**config.mk**
```make
export PLATFORM = sky130hd
export DESIGN_NAME = afds_ctrl
export DESIGN_NICKNAME = d
export VERILOG_FILES = /design/src/sv/afds_pkg.sv /design/src/sv/afds_ctrl.sv
export SDC_FILE = /design/constraint.sdc
export NUM_CORES = 1
export LEC_CHECK = 0
export ABC_CLOCK_PERIOD_IN_PS = 1250
export BUFFER_PORTS_ARGS = -buffer_cell sky130_fd_sc_hd__buf_2
export CORE_AREA = 2 2 39 41
export CTS_BUF_LIST = sky130_fd_sc_hd__clkbuf_8
export DETAILED_ROUTE_END_ITERATION = 6
export DIE_AREA = 0 0 41 43
export GPL_TIMING_DRIVEN = 0
export PLACE_DENSITY = 0.4
export SKIP_LAST_GASP = 1
export SLEW_MARGIN = 20
export SYNTH_ARGS = -nofsm -noshare
export SYNTH_HDL_FRONTEND = slang
export SYNTH_SLANG_ARGS = --single-unit
```
**constraint.sdc**
```tcl
create_clock -name clk -period 1.25 [get_ports clk]
set_clock_uncertainty 0.05 [all_clocks]
set_input_delay 0.0625 -clock clk [delete_from_list [all_inputs] [get_ports clk]]
set_output_delay 0.0625 -clock clk [all_outputs]
set_load 0.005 [all_outputs]
```
**src/sv/afds_pkg.sv**
```systemverilog
package afds_pkg;

    // item commands
    localparam logic CMD_LOAD = 1'b0;
    localparam logic CMD_TICK = 1'b1;

    // configuration register indexes
    localparam logic REG_FRAME_COUNT = 1'b0;
    localparam logic REG_PAUSED      = 1'b1;

    localparam int SLOT_W  = 8;
    localparam int DELAY_W = 16;
    localparam int ACC_W   = 17;
    localparam int COUNT_W = 9;

    localparam logic [DELAY_W-1:0] DEFAULT_DELAY = 16'd100;
    localparam logic [DELAY_W-1:0] CS_LIMIT      = 16'd100;
    localparam logic [DELAY_W-1:0] CS_TO_MS      = 16'd10;

    // controller to datapath
    typedef struct packed {
        logic capture;
        logic load_wr;
        logic add;
        logic step;
        logic emit;
        logic emit_empty;
    } dp_cmd_t;

    // datapath to controller
    typedef struct packed {
        logic is_load;
        logic n_zero;
        logic paused;
        logic hit;
        logic wrap;
    } dp_status_t;

endpackage

```
**src/sv/afds_ctrl.sv**
```systemverilog
module afds_ctrl (
    input  logic                 clk,
    input  logic                 rst_n,
    input  logic                 start,
    input  afds_pkg::dp_status_t status,
    output afds_pkg::dp_cmd_t    cmd,
    output logic                 busy,
    output logic                 done
);

    typedef enum logic [1:0] {
        ST_IDLE,
        ST_DECODE,
        ST_ISSUE,
        ST_CHECK
    } state_t;

    state_t state_reg, state_next;
    logic   fetch_only_reg, fetch_only_next;
    logic   done_reg, done_next;

    always_comb
    begin
        state_next      = state_reg;
        fetch_only_next = fetch_only_reg;
        done_next       = 1'b0;
        cmd             = '0;
        unique case (state_reg)
            ST_IDLE:
            begin
                if (start)
                begin
                    cmd.capture = 1'b1;
                    state_next  = ST_DECODE;
                end
            end
            ST_DECODE:
            begin
                priority if (status.n_zero)
                begin
                    cmd.load_wr    = status.is_load;
                    cmd.emit_empty = 1'b1;
                    done_next      = 1'b1;
                    state_next     = ST_IDLE;
                end
                else if (status.is_load)
                begin
                    cmd.load_wr     = 1'b1;
                    fetch_only_next = 1'b1;
                    state_next      = ST_ISSUE;
                end
                else if (status.paused)
                begin
                    fetch_only_next = 1'b1;
                    state_next      = ST_ISSUE;
                end
                else
                begin
                    cmd.add         = 1'b1;
                    fetch_only_next = 1'b0;
                    state_next      = ST_ISSUE;
                end
            end
            ST_ISSUE:
            begin
                state_next = ST_CHECK;
            end
            ST_CHECK:
            begin
                if (fetch_only_reg || !status.hit)
                begin
                    cmd.emit   = 1'b1;
                    done_next  = 1'b1;
                    state_next = ST_IDLE;
                end
                else
                begin
                    // step past this frame; a full round ends with a fetch of the start
                    cmd.step = 1'b1;
                    if (status.wrap)
                    begin
                        fetch_only_next = 1'b1;
                    end
                end
            end
            default:
            begin
                state_next = ST_IDLE;
            end
        endcase
    end

    always_ff @(posedge clk or negedge rst_n)
    begin
        if (!rst_n)
        begin
            state_reg      <= ST_IDLE;
            fetch_only_reg <= 1'b0;
            done_reg       <= 1'b0;
        end
        else
        begin
            state_reg      <= state_next;
            fetch_only_reg <= fetch_only_next;
            done_reg       <= done_next;
        end
    end

    assign busy = (state_reg != ST_IDLE);
    assign done = done_reg;

endmodule

```
==> key figures, run 1 <==
Run status
  – Outcome: finished, violations left
  – Failing checks: setup timing

Power
  – Reg power frac: between 20% and 30%
  – Switch share: approximately a third
  – Cell Int Power: roughly 0.73 mW
  – Pwr dens: 2333 mW/mm²
  – NetSw: 0.3441 mW
  – Comb pwr share: between 50% and 60%
  – Static Leak: 0.2451 nW
  – Clk pwr share: 25.2%
  – Maximum vdd drop: between 600 and 700 µV

Floorplan
  – # rows: 14
  – Starting Density: between 10% and 20%
  – Die height: about 43 µm
  – Chip Width: 41 µm
  – Core Area: 0.001384 mm²
  – Die area: 0.001763 mm²
  – IO Count: 16

STA
  – Highest Clock Rate: 783.9 MHz
  – Final period utilization: 102.1%
  – Setup ws final: -0.02570 ns
  – Final setup vio count: 1
  – Unrepaired setup endpoints after global routing: yes
  – Pins Over Slew Limit: 0
  – Final min period: 1.276 ns
  – Setup TNS: -0.02570 ns
  – Tightest Pin Transition: between 0.2 and 0.3 ns
  – Slew margin rel.: approximately 80%
  – Final Hold Vio Count: 0

Detailed routing
  – Vias/cell: 4.074
  – DR pass1 iterations: 2
  – Remaining DRCs: 0
  – Routed vias: 277
  – Wirelength per Cell: around 10 µm
  – Top layer in use: met4
  – Antenna viol nets, final: 0
  – Drt first-iter violations: 1
  – Detailed-routing wirelength on met1: approximately 260 µm
  – Met3 WL: slightly below 50 µm
  – Met2 wire len: between 300 and 400 µm
  – Drt total wl: roughly 690 µm

Worst hold path
  – Worst hold path class: in -> reg
  – Hold path depth: 3

Clock network
  – Max H-tree Level: 1
  – CTS buffer count: 3
  – Clock Sinks: 4
  – Worst-Skew Late Latency: 0.22 ns
  – Clk slew on worst S/H paths: 0.03 ns
  – CTS Buffer Depth: 2
  – CTS Root Cell: clkbuf_8
  – CTS tree: yes

Worst setup path
  – Crit-path max FO: 4
  – Max stage delay cell, worst path: dfrtp_2
  – Worst path max stage delay: 0.40 ns
  – Worst Setup Start Kind: flip-flop
  – Worst setup path class: reg -> out
  – Worst r2r path cells: 5
  – Critical path required time: about 1.1 ns
  – CP cell instances: buf_4 -> nand2_1 -> nor2b_2 -> buf_2
  – Critical path data arrival time: between 1 and 1.5 ns
  – Crit. End Element: output port

Logic synthesis
  – Count of cell types in the netlist: 13
  – Syn_area_per_cell: about 9.3 µm²
  – Gate Count Post-Synth: 25
  – FF+latch count, synth: 4
  – Synth warn: 0
  – Syn Std Cell Area: 231.5 µm²
  – Post-synthesis sequential area ratio: between 40% and 50%
  – Mapped Nets: 33

Finish
  – Ratio of cells with drive above 1 in the final layout: 61.54%
  – Area grow syn2layout: 99.46%
  – Commonest non-fill, non-tap cell in the layout: buf_2
  – NumNets Final: a little over 60
  – Commonest non-fill, non-tap cells in the layout: 14 x buf_2, 7 x buf_4, 6 x nor2_1, 3 x clkbuf_8, 3 x dfrtp_1
  – N_diodes: 0
  – Final instance area: 461.7 µm²

Global route
  – All-Layer GR Usage: 9.788%
  – First-pass GRT wire length: 1.035 mm
  – Initial antenna violation count: 0
  – Largest net degree at the start of global routing: 5
  – Total grt overflow: 0
  – Vias in the first global route: approximately 280

Place
  – Final HPWL DP: 423 µm
  – RD Place Congestion: 0.6212
  – Placed inst area: 326.6 µm²
  – # port buffers: 15

Run
  – Max-cap violation count: 0
==> kinds of logic (layout without fill, tap and decap cells) <==
| logic type | after synthesis | in the layout | synth area share [%] |
|---|---|---|---|
| AOI/OAI and AO/OA | 3 | 3 | 8.649 |
| buffers and inverters | 2 | 29 | 3.244 |
| DFF | 4 | 4 | 43.24 |
| and+or+nand+nor | 16 | 16 | 44.86 |
==> power groups by stage <==
stage	Combinational [mW]	Clock, mW	Sequential, mW
2_1_floorplan	0.195	0	0.250
3_3_place_gp	0.313	0	0.271
4_1_cts	0.461	0.273	0.246
6_report	0.545	0.271	0.261
5_1_grt	0.603	0.285	0.266
3_5_place_dp	0.311	0	0.267
==> cell usage after synthesis (all sizes together) <==
library cell / number / area, µm²
nor2: 6 / 22.52
dfrtp: 4 / 100.1
and2: 2 / 12.51
inv: 2 / 7.510
nor2b: 2 / 17.52
or2: 2 / 12.51
a21oi: 1 / 5.000
a311oi: 1 / 8.760
nand2: 1 / 3.750
nand2b: 1 / 6.260
nor3: 1 / 5.000
nor4b: 1 / 23.77
o22ai: 1 / 6.260
==> what timing repair did <==
item,in CTS,in global routing
endpoints found under the hold margin,4,0
hold buffers,1,0
endpoints found under the setup margin,1,5
gates cloned,0,0
buffers inserted,7,1
resized for setup,1,5
==> routing by layer <==
metal  vias up  global-route usage, %
li1        137                      -
met1       116                  11.76
met2        18                  11.25
met3         6                  2.094
met4         0                  14.00
met5         -                      0
==> layout make-up <==
| type | count | area (µm²) |
|---|---|---|
| Fill cell | 150 | 922.1 |
| Tap cell | 16 | 20.02 |
| Multi-Input combinational cell | 19 | 136.4 |
| Sequential cell | 4 | 101.3 |
| Timing Repair Buffer | 24 | 155.1 |
| Clock buffer | 3 | 41.29 |
| Inverter | 2 | 7.507 |
==> per-stage QoR <==
step	hold WS (ns)	total power, mW	cells	setup WS, ns	util, %
5_1_grt	0.1355	1.155	68	-0.06576	33.36
3_3_place_gp	-0.1791	0.5841	56	0.1087	23.60
4_1_cts	0.09979	0.9798	67	-0.01015	31.19
6_report	0.09492	1.077	68	-0.02570	33.36
3_5_place_dp	-0.1832	0.5780	56	0.1185	23.60
2_1_floorplan	-0.2831	0.4447	25	0.1621	-
==> worst max-delay path: cells and delay by family (launching register included) <==
family                 cells  cell delay, ns
and+or+nand+nor            2            0.28
buffers and inverters      2            0.27
DFF                        1            0.40
==> worst paths after layout <==
kind	slack, ns	startpoint	to
hold reg to reg	0.53	fetch_only_reg	fetch_only_reg
hold / removal	0.09	start	state_reg[0]
setup reg to reg	0.05	flip-flop	fetch_only_reg
min in group asynchronous	0.13	rst_n	state_reg[0]
max in group asynchronous	0.89	rst_n	asynchronous set/reset pin
setup / recovery	-0.03	flip-flop	cmd[1]
No activity file was read; power rests on OpenSTA's default activity.
==> run 2: changes to the inputs <==
--- a/config.mk
+++ b/config.mk
@@ -8,7 +8,7 @@
 export ABC_CLOCK_PERIOD_IN_PS = 1250
 export BUFFER_PORTS_ARGS = -buffer_cell sky130_fd_sc_hd__buf_2
 export CORE_AREA = 2 2 39 41
-export CTS_BUF_LIST = sky130_fd_sc_hd__clkbuf_8
+export CTS_BUF_LIST = sky130_fd_sc_hd__clkbuf_16
 export DETAILED_ROUTE_END_ITERATION = 6
 export DIE_AREA = 0 0 41 43
 export GPL_TIMING_DRIVEN = 0
==> run 2 against run 1 <==
The run still ends with setup timing left; maximum frequency rose by 1.3%; worst setup slack improved by 0.016 ns; critical path depth fell by 1; utilization fell by 0.99 points; design area fell by 3.0%; sequential share of layout area rose by 0.67 points; via count fell by 12%; total power rose by 7.5%; sequential power rose by 2%; critical path type unchanged; largest cell class is now multi-input combinational cells.
==> key figures, run 2 (synthesized netlist as in run 1, its figures left out) <==
Finish
  – NumNets Final: 57
  – Area grow syn2layout: 93.51%
  – Commonest non-fill, non-tap cell in the layout: buf_2
  – FF/Latch Area: 101.3 µm²
  – Final std cells w/o fill: 63
  – Final instance area: ~450 µm²
  – Area of the multi-input gates: approximately 140 µm²
  – Ratio of cells with drive above 1 in the final layout: 55.32%
  – N_diodes: 0
  – Commonest non-fill, non-tap cells in the layout: 15 x buf_2, 6 x nor2_1, 3 x clkbuf_16, 3 x dfrtp_1, 3 x buf_4
  – # fillers: about 140

STA
  – Pins Over Slew Limit: 0
  – Final min period: around 1.3 ns
  – Final setup vio count: 1
  – Final period utilization: 100.8%
  – Tightest Pin Transition: between 0.2 and 0.25 ns
  – Slew margin rel.: between 80% and 90%
  – Setup ws final: -0.009379 ns
  – Highest Clock Rate: between 700 and 800 MHz
  – Final Hold Vio Count: 0
  – Unrepaired setup endpoints after global routing: yes

Clock network
  – CTS buffer count: 3
  – CTS Root Cell: clkbuf_16
  – CTS tree: yes
  – Clk slew on worst S/H paths: roughly 0.030 ns
  – Clock Sinks: 4
  – Max H-tree Level: 1
  – CTS Buffer Depth: 2
  – Worst-Skew Late Latency: approximately 0.22 ns

Detailed routing
  – Antenna viol nets, final: 0
  – Remaining DRCs: 0
  – Drt first-iter violations: 5
  – Routed vias: ~240
  – DR pass1 iterations: 4
  – Drt total wl: roughly 600 µm
  – Wirelength per Cell: ~9.5 µm
  – Vias/cell: 3.857

Worst setup path
  – Critical path data arrival time: 1.15 ns
  – Critical path required time: 1.14 ns
  – Crit-path max FO: 5
  – Crit. End Element: output port
  – Worst setup path class: reg -> out
  – Worst Setup Start Kind: flip-flop

Global route
  – Initial antenna violation count: 0
  – Total grt overflow: 0
  – Vias in the first global route: 251
  – All-Layer GR Usage: a little under a tenth
  – Largest net degree at the start of global routing: 6
  – First-pass GRT wire length: approximately 1.0 mm

Run
  – Max-cap violation count: 0

Place
  – RD Place Congestion: 0.6212
  – Final HPWL DP: 423 µm
  – Placed inst area: 326.6 µm²
  – Placed cells: 56
  – # port buffers: 15

Power
  – Total power: 1.158 mW
  – Pwr dens: between 2000 and 3000 mW/mm²
  – Maximum vdd drop: roughly 810 µV
  – Static Leak: around 0.23 nW

Floorplan
  – Die area: ~0.0018 mm²
  – Core Area: 0.001384 mm²
  – IO Count: 16
  – Chip Width: just over 40 µm
  – # rows: 14
  – Die height: around 43 µm
  – Starting Density: between 15 and 20%

Run status
  – Outcome: finished, violations left
  – Failing checks: setup timing

Worst hold path
  – Worst hold path class: in -> reg
-- run 2: layer usage --
metal / part of all wire [%] / GRT usage (%) / vias to the layer above
li1: - / - / 128
met1: 41 / 12.09 / 97
met2: 48 / 10.63 / 16
met3: 8.2 / 2.094 / 2
met4: 3.2 / 10.00 / 0
met5: 0 / 0 / -
-- run 2: timing repair --
action,in CTS,in global routing
endpoints found under the hold margin,4,0
endpoints found under the setup margin,1,3
setup buffers,3,0
hold buffers,1,0
gates resized for setup,2,1
-- run 2: final cells by class --
class	instances	share of cell area, %
Clock buffer	3	16.76
Inverter	2	1.676
Multi-Input combinational cell	19	30.45
Sequential cell	4	22.63
Tap cell	16	4.469
Timing Repair Buffer	19	24.02
-- run 2: metrics by stage --
step	worst slack, ns	util, %	TNS [ns]	hold slack (ns)
3_3_place_gp	0.1087	23.60	0	-0.1791
3_5_place_dp	0.1185	23.60	0	-0.1832
4_1_cts	-0.01128	31.83	-0.01128	0.07724
5_1_grt	-0.07895	32.37	-0.09593	0.1217
2_1_floorplan	0.1621	-	0	-0.2831
6_report	-0.009379	32.37	-0.009379	0.07521
-- run 2: where the power goes --
part	internal, mW	switching, mW	total (mW)	leakage [nW]
logic	0.235	0.166	0.401	0.150
clock network	0.408	0.0827	0.491	0.0370
registers	0.198	0.0677	0.266	0.0475
total	0.841	0.317	1.16	0.235
-- run 2: worst max-delay path, cell delays in order (launching register included) --
cell and delay, ns:
dfrtp_1 0.39, nor2b_4 0.18, nor4b_4 0.20, buf_2 0.16
-- run 2: final timing paths --
check                      slack [ns]                          to    startpoint  cells past startpoint
min in group asynchronous        0.13                        done         rst_n                      2
hold / removal                   0.08                state_reg[0]         start                      3
setup / recovery               -0.009                      cmd[3]  state_reg[0]                      3
hold reg to reg                  0.47                state_reg[0]  state_reg[0]                      1
max in group asynchronous        0.90  asynchronous set/reset pin         rst_n                      2
setup reg to reg                 0.12              fetch_only_reg  state_reg[0]                      4
